<file path="src/rtl/core/plt_pkg.sv">
`timescale 1ns / 1ps
// ----------------------------------------------------------------------------
// plt_pkg: shared types and constants of the packet loss tracker
// Item layouts, operation and result codes, and parameter defaults.
// ----------------------------------------------------------------------------
package plt_pkg;

    // Field widths, fixed by the item layout
    localparam int MODE_W  = 2;
    localparam int SEQ_W   = 12;
    localparam int SIZE_W  = 23;
    localparam int KIND_W  = 2;
    localparam int INDEX_W = 12;
    localparam int COUNT_W = 7;

    // Parameter defaults
    localparam int DEF_MAX_PACKETS  = 4096;
    localparam int DEF_PACKET_BYTES = 1450;
    localparam int DEF_LOST_CAP     = 64;

    // Input operation codes
    localparam logic [MODE_W-1:0] MODE_PREPARE = 2'd0;
    localparam logic [MODE_W-1:0] MODE_DATA    = 2'd1;
    localparam logic [MODE_W-1:0] MODE_STOP    = 2'd2;
    localparam logic [MODE_W-1:0] MODE_QUERY   = 2'd3;

    // Result kinds
    localparam logic [KIND_W-1:0] KIND_ACK  = 2'd0;
    localparam logic [KIND_W-1:0] KIND_MISS = 2'd1;
    localparam logic [KIND_W-1:0] KIND_NONE = 2'd2;

    typedef struct packed {
        logic [MODE_W-1:0] mode;
        logic [SEQ_W-1:0]  seq_number;
        logic [SIZE_W-1:0] total_size;
    } plt_in_t;

    typedef struct packed {
        logic [KIND_W-1:0]  kind;
        logic [INDEX_W-1:0] lost_index;
        logic [COUNT_W-1:0] lost_count;
        logic               last;
    } plt_out_t;

endpackage

</file>
<file path="src/rtl/core/plt_div.sv">
`timescale 1ns / 1ps
// ----------------------------------------------------------------------------
// plt_div: divider by a constant
// Reciprocal multiply: the quotient is the scaled product shifted right,
// exact over the full dividend range; the result is ready in the cycle after start.
// ----------------------------------------------------------------------------
module plt_div
    import plt_pkg::*;
#(
    parameter int DIVISOR = DEF_PACKET_BYTES
) (
    input  logic              clk,
    input  logic              rst_n,
    input  logic              start,
    input  logic [SIZE_W-1:0] dividend,
    output logic              done,
    output logic [SIZE_W-1:0] quotient
);
    // A shift of dividend width plus divisor width keeps the rounding
    // error below one over the whole dividend range
    localparam int SHIFT   = SIZE_W + $clog2(DIVISOR);
    localparam longint unsigned RECIP =
        ((64'd1 << SHIFT) + longint'(DIVISOR) - 64'd1) / longint'(DIVISOR);
    localparam int RECIP_W = SIZE_W + 2;
    localparam int PROD_W  = SIZE_W + RECIP_W;
    localparam logic [RECIP_W-1:0] RECIP_C = RECIP_W'(RECIP);

    logic [PROD_W-1:0] prod_reg, prod_next;
    logic              done_reg, done_next;

    always_comb
    begin
        prod_next = prod_reg;
        done_next = start;
        if (start)
        begin
            prod_next = PROD_W'(dividend) * PROD_W'(RECIP_C);
        end
    end

    always_ff @(posedge clk or negedge rst_n)
    begin
        if (!rst_n)
        begin
            done_reg <= 1'b0;
        end
        else
        begin
            done_reg <= done_next;
        end
    end

    always_ff @(posedge clk)
    begin
        prod_reg <= prod_next;
    end

    assign done     = done_reg;
    assign quotient = SIZE_W'(prod_reg >> SHIFT);
endmodule

</file>
<file path="config.mk">
export PLATFORM = sky130hd
export DESIGN_NAME = plt_div
export DESIGN_NICKNAME = d
export VERILOG_FILES = /design/src/rtl/core/plt_pkg.sv /design/src/rtl/core/plt_div.sv
export SDC_FILE = /design/constraint.sdc
export NUM_CORES = 1
export LEC_CHECK = 0
export ABC_AREA = 1
export BUFFER_PORTS_ARGS = -buffer_cell sky130_fd_sc_hd__buf_2
export CORE_MARGIN = 2
export CORE_UTILIZATION = 60
export CTS_BUF_LIST = sky130_fd_sc_hd__clkbuf_8
export DETAILED_ROUTE_END_ITERATION = 8
export PLACE_DENSITY = 0.87
export SLEW_MARGIN = 20
export SYNTH_ARGS = -nofsm -noshare
export SYNTH_HDL_FRONTEND = slang
export SYNTH_SLANG_ARGS = --single-unit
</file>
<file path="constraint.sdc">
create_clock -name clk -period 0.8 [get_ports clk]
set_clock_uncertainty 0.1 [all_clocks]
set_input_delay 0.08 -clock clk [delete_from_list [all_inputs] [get_ports clk]]
set_output_delay 0.08 -clock clk [all_outputs]
set_load 0.005 [all_outputs]
</file>
# Word-level counts from Yosys, hierarchy flattened
# Cells that the tools add are included.
# W data, S select, Z words.
# word_totals
register_bits	47
output_inout_bits	24
elab_cells	3
inputBits	26
# op_classes
mul	1
# op_table
op	n
$mul A23 B23 Y46 const B	1

# Logic depth before layout (Yosys ltp)
# Gate-level depths: netlist of the first run.
# logic_depth
word_depth	1
depth_mapped	28
mapped_depth_nobuf	28

# Worst setup path before layout of the first run
# OpenSTA, ideal clock, no wires.
# synth_timing
path_type	input to register
from	in dividend[19]
to	reg prod_reg[38] (data pin)
required_ns	0.444
arrival_time_ns	4.681
path_buffers	0
setup_ns	0.256
stages	25
setup_slack_ns	-4.238
cell_sequence	inv_1 -> fa_1 -> inv_1 -> ha_1 -> inv_1 -> fa_1 -> inv_1 -> fa_1 -> fa_1 -> fa_1 -> inv_1 -> fa_1 -> inv_1 -> ha_1 -> nand2_1 -> nor2_1 -> inv_2 -> nor2_2 -> nand2_1 -> nor3_2 -> nand2_1 -> nand2_1 -> nor2_1 -> nand2_1 -> nand2_1
# synth_via
elab_chain_cells	1
# synth_lines
item	line_no	source
start: declaration	plt_div.sv:15	input logic [SIZE_W-1:0] dividend,
$mul A23 B23 Y46	plt_div.sv:37	prod_next = PROD_W'(dividend) * PROD_W'(RECIP_C);
end signal: assignment	plt_div.sv:55	prod_reg <= prod_next;
end: declaration	plt_div.sv:28	logic [PROD_W-1:0] prod_reg, prod_next;
# Every way passes these cells.
# A chain may end at the register's enable or synchronous reset.

# Final worst setup path of the first run
# layout_timing
from	in dividend[18]
to	reg prod_reg[43] (data pin)
# The elaborated chain is that of the path after synthesis.

==> results.md, run 1 <==
- DR pass1 iterations: 8
- Worst endpoint required time: ~0.70 ns
- Placed insts: ~1700
- Place WS: -4.728 ns
- Status: finished, violations left
- Vias per inst: around 5.5
- Reg clk slew, reported paths: approximately 0.06 ns
- Critical path startpoint category: primary input
- Largest net degree at the start of global routing: 15
- Die width: 138.5 um
- Chip height: 138.5 um
- RSZ-0062 raised after global routing: true
- Fmax: roughly 200 MHz
- CTS max path bufs: 2
- Cell family with most CP delay: adder cells
- Util after Layout: 78.11%
- Setup CP Type: in -> reg
- Starting density of the core: 60.84%
- Row count: roughly 50
- Root buf cell: clkbuf_8
- Total Wirelength: approximately 34 mm
- IO buf count: 39
- Die ar.: about 0.019 mm^2
- Max reg flops: 13
- Crit path buf inv count: 4
- Worst-path cell chain: buf_12 -> fa_1 -> ha_4 -> buf_6 -> fa_1 -> inv_1 -> fa_1 -> inv_2 -> fa_1 -> fa_1 -> fa_2 -> ha_4 -> a21oi_2 -> o21ai_2 -> a21oi_2 -> nand2_1 -> nand2_1 -> nand3_1 -> nand2_1 -> nand2_1
- CTS tree: yes
- Worst path max stage delay: approximately 0.58 ns
- Max-Cap Viols: 0
- Core Box Area: between 0.015 and 0.02 mm^2
- Vias: ~9400
- Setup slack after layout: -4.306 ns
- Number of antenna diodes: 0
- DRC violations left: 0
- Most frequent cells in the layout: inv_1, fa_1, ha_1
- Commonest non-fill, non-tap cell in the layout: inv_1
- Share of post-route cells with drive strength above 1: roughly 30%
- Total Routing Usage GR: between 30% and 40%
- Yosys warnings: 0
- Final Cycle Share: 638.2%
- Final setup viols: 27
- Crit path arrival time: around 5 ns
- Failing checks: negative setup slack
- Synthesis-to-layout area growth: 28.38%
- Nets@finish: between 1500 and 2000
- Met3 routed WL: approximately 2 mm
- Crit Path Max Fanout: 5
- # IOs: 50
- Max-slew violations: 0
- Library cells used by synthesis: 29
- Non-Filler Instances: 1705
- Post-Syn Area: ~0.011 mm^2
- Type of the most critical hold path: in -> async
- Final hold violation count: 0
- Critical-path top delay cell: fa_1
- Flops & latches, synth: 14
- First-iteration detailed-routing DRC count: between 600 and 700
- Avg Cell Area, Syn: approximately 8.7 um^2
- First-pass GRT wire length: 53.45 mm
- GRT overflow: 0
- Clock sinks: 14
- Setup crit end kind: flop
- Max Used Layer: met4
- Fin crit period: 5.106 ns
- CTS buffer count: 3
- Critical path's most frequent cell: fa_1
- Gpl congestion: approximately 0.95
- HPWL after DPL: between 20 and 30 mm
- Antenna violations before repair: 0
- Post-Syn Instances: 1254
- H-Tree Depth: 1
- DRT antenna net count: 0
- Sequential element share of the synthesized area: under 10%
- Met2 wire len: approximately 17 mm
- Number of global-route vias before repair: roughly 11000
- M1 WL: around 12 mm
- WL per Instance: about 20 um
-- per-stage QoR --
step	hold WS [ns]	TNS (ns)	cell area, um^2
floorplan	-0.3156	-52.17	10970
global placement	-0.2455	-58.58	12650
detailed placement	-0.2444	-60.44	12650
CTS	0.03647	-55.49	13720
global route	0.04713	-58.58	13930
finish	0.02219	-56.75	13930
-- final cells by class --
class	instances	area, um^2
Multi-Input combinational cell	856	10070
Fill cell	1067	3906
Timing Repair Buffer	219	1677
Inverter	383	1443
Sequential cell	14	415.4
Tap cell	229	286.5
Clock buffer	3	41.29
Clock inverter	1	3.754
-- repair_timing --
action,in CTS,in global routing
hold buffers,1,0
resized for setup,206,48
pin swaps,74,36
hold endpoints to repair,1,0
endpoints found under the setup margin,27,27
buffers inserted,6,3
-- layer usage --
| metal | vias up | track usage (%) |
|---|---|---|
| li1 | 4218 | - |
| met1 | 4585 | 40.03 |
| met2 | 468 | 64.96 |
| met3 | 175 | 4.122 |
| met4 | 0 | 21.05 |
| met5 | - | 0 |
-- cells in the mapped netlist (all sizes together) --
cell type | count | area, um^2
ha | 227 | 2840
edfxtp | 13 | 390.4
a21boi | 3 | 22.52
a21o | 2 | 15.01
nor3 | 13 | 86.34
dfrtp | 1 | 25.02
nor2 | 75 | 324.1
o21ai | 30 | 150.1
buf | 10 | 75.07
and2 | 1 | 6.260
nand4 | 9 | 56.30
fa | 211 | 4224
nand3 | 30 | 150.1
o21bai | 5 | 37.54
xor2 | 4 | 35.03
conb | 1 | 3.750
a21oi | 47 | 235.2
inv | 383 | 1438
nand2 | 187 | 724.4
nand2b | 1 | 6.260
xnor2 | 1 | 8.760
-- path summary, 6_finish.rpt --
| check | slack [ns] | endpoint | from | depth (start not counted) |
|---|---|---|---|---|
| worst min-delay path | 0.02 | done | rst_n | 2 |
| max in group asynchronous | 0.50 | done | rst_n | 2 |
| min in group clk | 0.04 | done | start | 1 |
| worst max-delay path | -4.31 | prod_reg[43] | dividend[18] | 20 |
-- kinds of logic after synthesis --
family / Yosys count / share of synthesized area, %
flip-flops: 14 / 3.827
AND/OR/NAND/NOR: 316 / 12.47
adder cells (fa/ha/maj): 438 / 65.08
buffers and inverters: 393 / 13.94
XOR/XNOR: 5 / 0.4034
AO/OA/AOI/OAI: 87 / 4.242
other: 1 / 0.03455
Power of run 1 is not shown: default switching activity piles up to over one toggle a cycle in this logic, so the estimate is an artifact.
==> run 2, diff against run 1 <==
Settings changed: SKIP_LAST_GASP set to 1.
==> results.md, run 2 (same netlist as run 1, synthesis figures left out) <==
- First-iteration detailed-routing DRC count: 734 (+15%)
- Crit path launch: dividend[19]
- Final hold violation count: 0 (unchanged)
- Starting density of the core: 60.84% (unchanged)
- Total Routing Usage GR: 35.47% (-0.12 points)
- GRT overflow: 0 (unchanged)
- # IOs: 50 (unchanged)
- Fin crit period: 5.178 ns (+0.07231 ns)
- Critical path startpoint category: primary input
- Number of antenna diodes: 0 (unchanged)
- Nets@finish: 1945 (+0.21%)
- Max-slew violations: 0 (unchanged)
- Largest net degree at the start of global routing: 15 (unchanged)
- Status: finished, violations left
- Crit path arrival time: 5.09 ns (+0.09 ns)
- RSZ-0062 raised after global routing: true
- CTS max path bufs: 2 (unchanged)
- Commonest non-fill, non-tap cell in the layout: inv_1
- Post-DP Area: 0.01265 mm^2 (unchanged)
- Fmax: 193.1 MHz (-1.4%)
- Die ar.: 0.01918 mm^2 (unchanged)
- Failing checks: negative setup slack
- Type of the most critical hold path: in -> async
- Setup tns final: -57.22 ns (-0.4663 ns)
- Final Cycle Share: 647.3% (+9.0 points)
- IO buf count: 39 (unchanged)
- DRC violations left: 0 (unchanged)
- Setup slack after layout: -4.378 ns (-0.07231 ns)
- Chip height: 138.5 um (unchanged)
- Antenna violations before repair: 0 (unchanged)
- WL per Instance: 20.55 um (+3.2%)
- Crit Path Max Fanout: 4 (-1)
- Share of post-route cells with drive strength above 1: 30.47% (+0.80 points)
- Final setup viols: 27 (unchanged)
- Row count: 49 (unchanged)
- Number of global-route vias before repair: 10710 (-0.70%)
- Design Area, Final: 0.01410 mm^2 (+1.2%)
- H-Tree Depth: 1 (unchanged)
- Setup crit end kind: flop
- Worst endpoint required time: 0.71 ns (about the same)
- Synthesis-to-layout area growth: 29.95%
- Clock sinks: 14 (unchanged)
- Most frequent cells in the layout: inv_1, fa_1, buf_4
- Vias: 9672 (+2.4%)
- Total Wirelength: 35.12 mm (+3.5%)
- Max reg flops: 13 (unchanged)
- CTS tree: yes
- Core Box Area: 0.01784 mm^2 (unchanged)
- HPWL after DPL: 27.04 mm (unchanged)
- Reg clk slew, reported paths: 0.07 ns (about the same)
- Root buf cell: clkbuf_8
- CP Capture Point: prod_reg[45]
- Setup CP Type: in -> reg
- Vias per inst: 5.659 (+2.2%)
- Max-Cap Viols: 0 (unchanged)
- DRT antenna net count: 0 (unchanged)
- Gpl congestion: 0.9540 (unchanged)
- DR pass1 iterations: 7 (-1)
- Die width: 138.5 um (unchanged)
- First-pass GRT wire length: 53.27 mm (-0.34%)
- CTS buffer count: 3 (unchanged)
## run 2: cell count changes in the layout (fill, tap and decap cells not counted), moves of 3 or more
cell	before	now
nand2_4	10	13
nor2_4	17	25
nor2_2	18	12
buf_6	16	20
a21oi_2	20	17
a21oi_4	4	7
## run 2: area by class of cell
cell class | instances | area, um^2
flip-flops and latches | 14 | 415.4
clock inverters | 1 | 3.754
inverters | 383 | 1448
well taps | 229 | 286.5
multi-input cells | 856 | 10200
fillers | 1018 | 3736
clock buffers | 3 | 41.29
repair buffers | 223 | 1709
## run 2: through the flow
stage / instances / util [%] / hold WS, ns / setup WS [ns]
global placement: 1691 / 70.90 / -0.2455 / -4.592
global route: 1709 / 79.06 / 0.04723 / -4.520
detailed placement: 1691 / 70.90 / -0.2444 / -4.728
floorplan: 1263 / - / -0.3156 / -4.073
CTS: 1702 / 76.72 / 0.03647 / -4.196
finish: 1709 / 79.06 / 0.02043 / -4.378
## run 2: what timing repair did
item                       4_1_cts  5_1_grt
pin swaps                       73       56
buffers inserted                 6        7
hold endpoints to repair         1        0
setup endpoints to repair       27       27
hold buffers                     1        0
gates resized for setup        192       91
## run 2: how the worst min path moves through the flow
stage / startpoint / to / slack, ns
after floorplan: rst_n / done / -0.32
after global placement: rst_n / done / -0.25
after detailed placement: rst_n / done / -0.24
after CTS: rst_n / done / 0.04
after global routing: start / done / 0.05
final: rst_n / done / 0.02
## run 2: critical path: stages
cell and delay, ns:
buf_8 0.11, fa_1 0.58, ha_4 0.22, buf_6 0.11
fa_1 0.48, inv_1 0.05, fa_1 0.51, inv_2 0.06
fa_1 0.50, fa_1 0.56, fa_2 0.48, ha_4 0.34
nand2_4 0.11, buf_4 0.15, nor3_2 0.16, nand2_1 0.09
nor2_1 0.13, nand2_1 0.08, nand2_1 0.10, nor2_2 0.05
nand3_1 0.06, nand2_1 0.06
## run 2: layer usage
metal	GRT usage (%)	vias to the layer above	wire (um)
met5	0	-	0
met4	20.62	0	2701
met3	4.122	214	2364
met2	64.75	537	18230
met1	40.04	4701	11830
li1	-	4220	-
Power of run 2 is left out for the same reason.
==> run 3, diff against run 2 <==
Settings changed: CORE_MARGIN 2 to 4, REMOVE_ABC_BUFFERS set to 1.
==> results.md, run 3 (same netlist as run 1, synthesis figures left out) <==
- Status: finished, violations left
- Failing checks: design-rule violations, negative setup slack
- Worst endpoint required time: 0.67 ns (-0.04 ns)
- Commonest non-fill, non-tap cell in the layout: inv_1
- Largest net degree at the start of global routing: 15 (unchanged)
- Root buf cell: clkbuf_8
- Final Cycle Share: 697.6% (+50 points)
- Crit Path Max Fanout: 5 (+1)
- Max reg flops: 13 (unchanged)
- Crit path launch: dividend[18]
- Setup crit end kind: flop
- Worst hold slack: 0.01840 ns (-0.002024 ns)
- Critical path's most frequent cell: fa_1
- GRT overflow: 0 (unchanged)
- Starting density of the core: 61.89% (+1.1 points)
- Max-slew violations: 0 (unchanged)
- Share of post-route cells with drive strength above 1: 31.95% (+1.5 points)
- RSZ-0062 raised after global routing: true
- Die width: 142.5 um (+2.9%)
- WL per Instance: 22.16 um (+7.8%)
- Max-Cap Viols: 0 (unchanged)
- Setup CP Type: in -> reg
- Row count: 48 (-2.0%)
- HPWL after DPL: 26.19 mm (-3.2%)
- Vias: 10150 (+4.9%)
- Crit path arrival time: 5.45 ns (+0.36 ns)
- CTS tree: yes
- Worst-path cell chain: buf_12 -> inv_4 -> fa_1 -> inv_2 -> ha_4 -> buf_6 -> fa_1 -> fa_1 -> fa_1 -> fa_1 -> fa_1 -> ha_4 -> a21oi_4 -> buf_4 -> o21ai_2 -> a21oi_2 -> inv_1 -> nand2_1 -> nand2_1 -> o21bai_1 -> nand2_1
- Critical path startpoint category: primary input
- Nets@finish: 1961 (+0.82%)
- H-Tree Depth: 1 (unchanged)
- Non-Filler Instances: 1721 (+0.70%)
- Vias per inst: 5.897 (+4.2%)
- DRT antenna net count: 0 (unchanged)
- Chip height: 142.5 um (+2.9%)
- Number of global-route vias before repair: 10680 (-0.27%)
- First-iteration detailed-routing DRC count: 988 (+35%)
- Die ar.: 0.02031 mm^2 (+5.9%)
- Final setup viols: 27 (unchanged)
- CTS max path bufs: 2 (unchanged)
- Total Routing Usage GR: 33.56% (-1.9 points)
- Total Wirelength: 38.13 mm (+8.6%)
- Setup slack after layout: -4.781 ns (-0.4027 ns)
- Gpl congestion: 0.9562 (+0.23%)
- Clock sinks: 14 (unchanged)
- Antenna violations before repair: 0 (unchanged)
- Final hold violation count: 0 (unchanged)
- Core Box Area: 0.01754 mm^2 (-1.7%)
- Multi-input combinational cell area: 0.01015 mm^2 (-0.47%)
- Seq. cell area: 415.4 um^2 (unchanged)
- Fmax: 179.2 MHz (-7.2%)
- Fill cells: 994 (-2.4%)
- Placed insts: 1697 (+0.35%)
- Synthesis-to-layout area growth: 31.12%
- # IOs: 50 (unchanged)
- Most frequent cells in the layout: inv_1, fa_1, buf_4
- DR pass1 iterations: 9 (+2)
- Worst path max stage delay: 0.63 ns (+0.05 ns)
- Number of antenna diodes: 0 (unchanged)
- Type of the most critical hold path: in -> async
- DRC violations left: 5 (+5)
- IO buf count: 39 (unchanged)
- Fin crit period: 5.581 ns (+0.4027 ns)
- First-pass GRT wire length: 53.03 mm (-0.47%)
- Reg clk slew, reported paths: 0.07 ns (about the same)
- Critical-path top delay cell: fa_1
- CTS buffer count: 3 (unchanged)
[run 3: cell count changes in the layout (fill, tap and decap cells not counted), sizes merged]
cell,before,now
buf,222,238
clkbuf,3,4
clkinv,1,0
[run 3: area by class of cell]
class	instances	area share, %
multi-input cells	856	71.34
repair buffers	239	13.17
inverters	383	10.21
flip-flops and latches	14	2.919
well taps	225	1.978
clock buffers	4	0.3868
[run 3: metrics by stage]
stage	setup slack, ns	setup TNS, ns	area, um^2	util (%)
floorplan	-4.238	-53.65	10810	-
global placement	-4.700	-60.17	12640	72.08
detailed placement	-4.813	-61.68	12640	72.08
CTS	-4.190	-55.73	13800	78.67
global route	-4.781	-62.67	14230	81.16
finish	-4.781	-61.09	14230	81.16
[run 3: layer usage]
| layer | up-vias | global-route usage (%) | routed length (um) |
|---|---|---|---|
| li1 | 4264 | - | - |
| met2 | 790 | 60.53 | 18370 |
| met5 | - | 0 | 0 |
| met1 | 4719 | 39.03 | 12400 |
| met3 | 375 | 3.293 | 3462 |
| met4 | 0 | 18.56 | 3899 |
[run 3: worst max-delay path: cells and delay by family]
| family | cells | cell delay, ns |
|---|---|---|
| and+or+nand+nor | 3 | 0.31 |
| adders and majority gates | 8 | 3.66 |
| buffers and inverters | 6 | 0.56 |
| AOI/OAI and AO/OA | 4 | 0.85 |
[run 3: worst max-delay path by stage]
stage	end	slack, ns
after detailed placement	prod_reg[36]	-4.81
final	prod_reg[38]	-4.78
after CTS	prod_reg[38]	-4.19
after global placement	prod_reg[42]	-4.70
after floorplan	prod_reg[38]	-4.24
after global routing	prod_reg[38]	-4.78
[run 3: repair_timing]
item,CTS,global route
endpoints found under the hold margin,1,0
resized for setup,221,103
hold buffers,1,0
setup buffers,10,9
pin swaps,102,82
setup endpoints to repair,27,27
cloned,0,0
Power of run 3 is left out for the same reason.
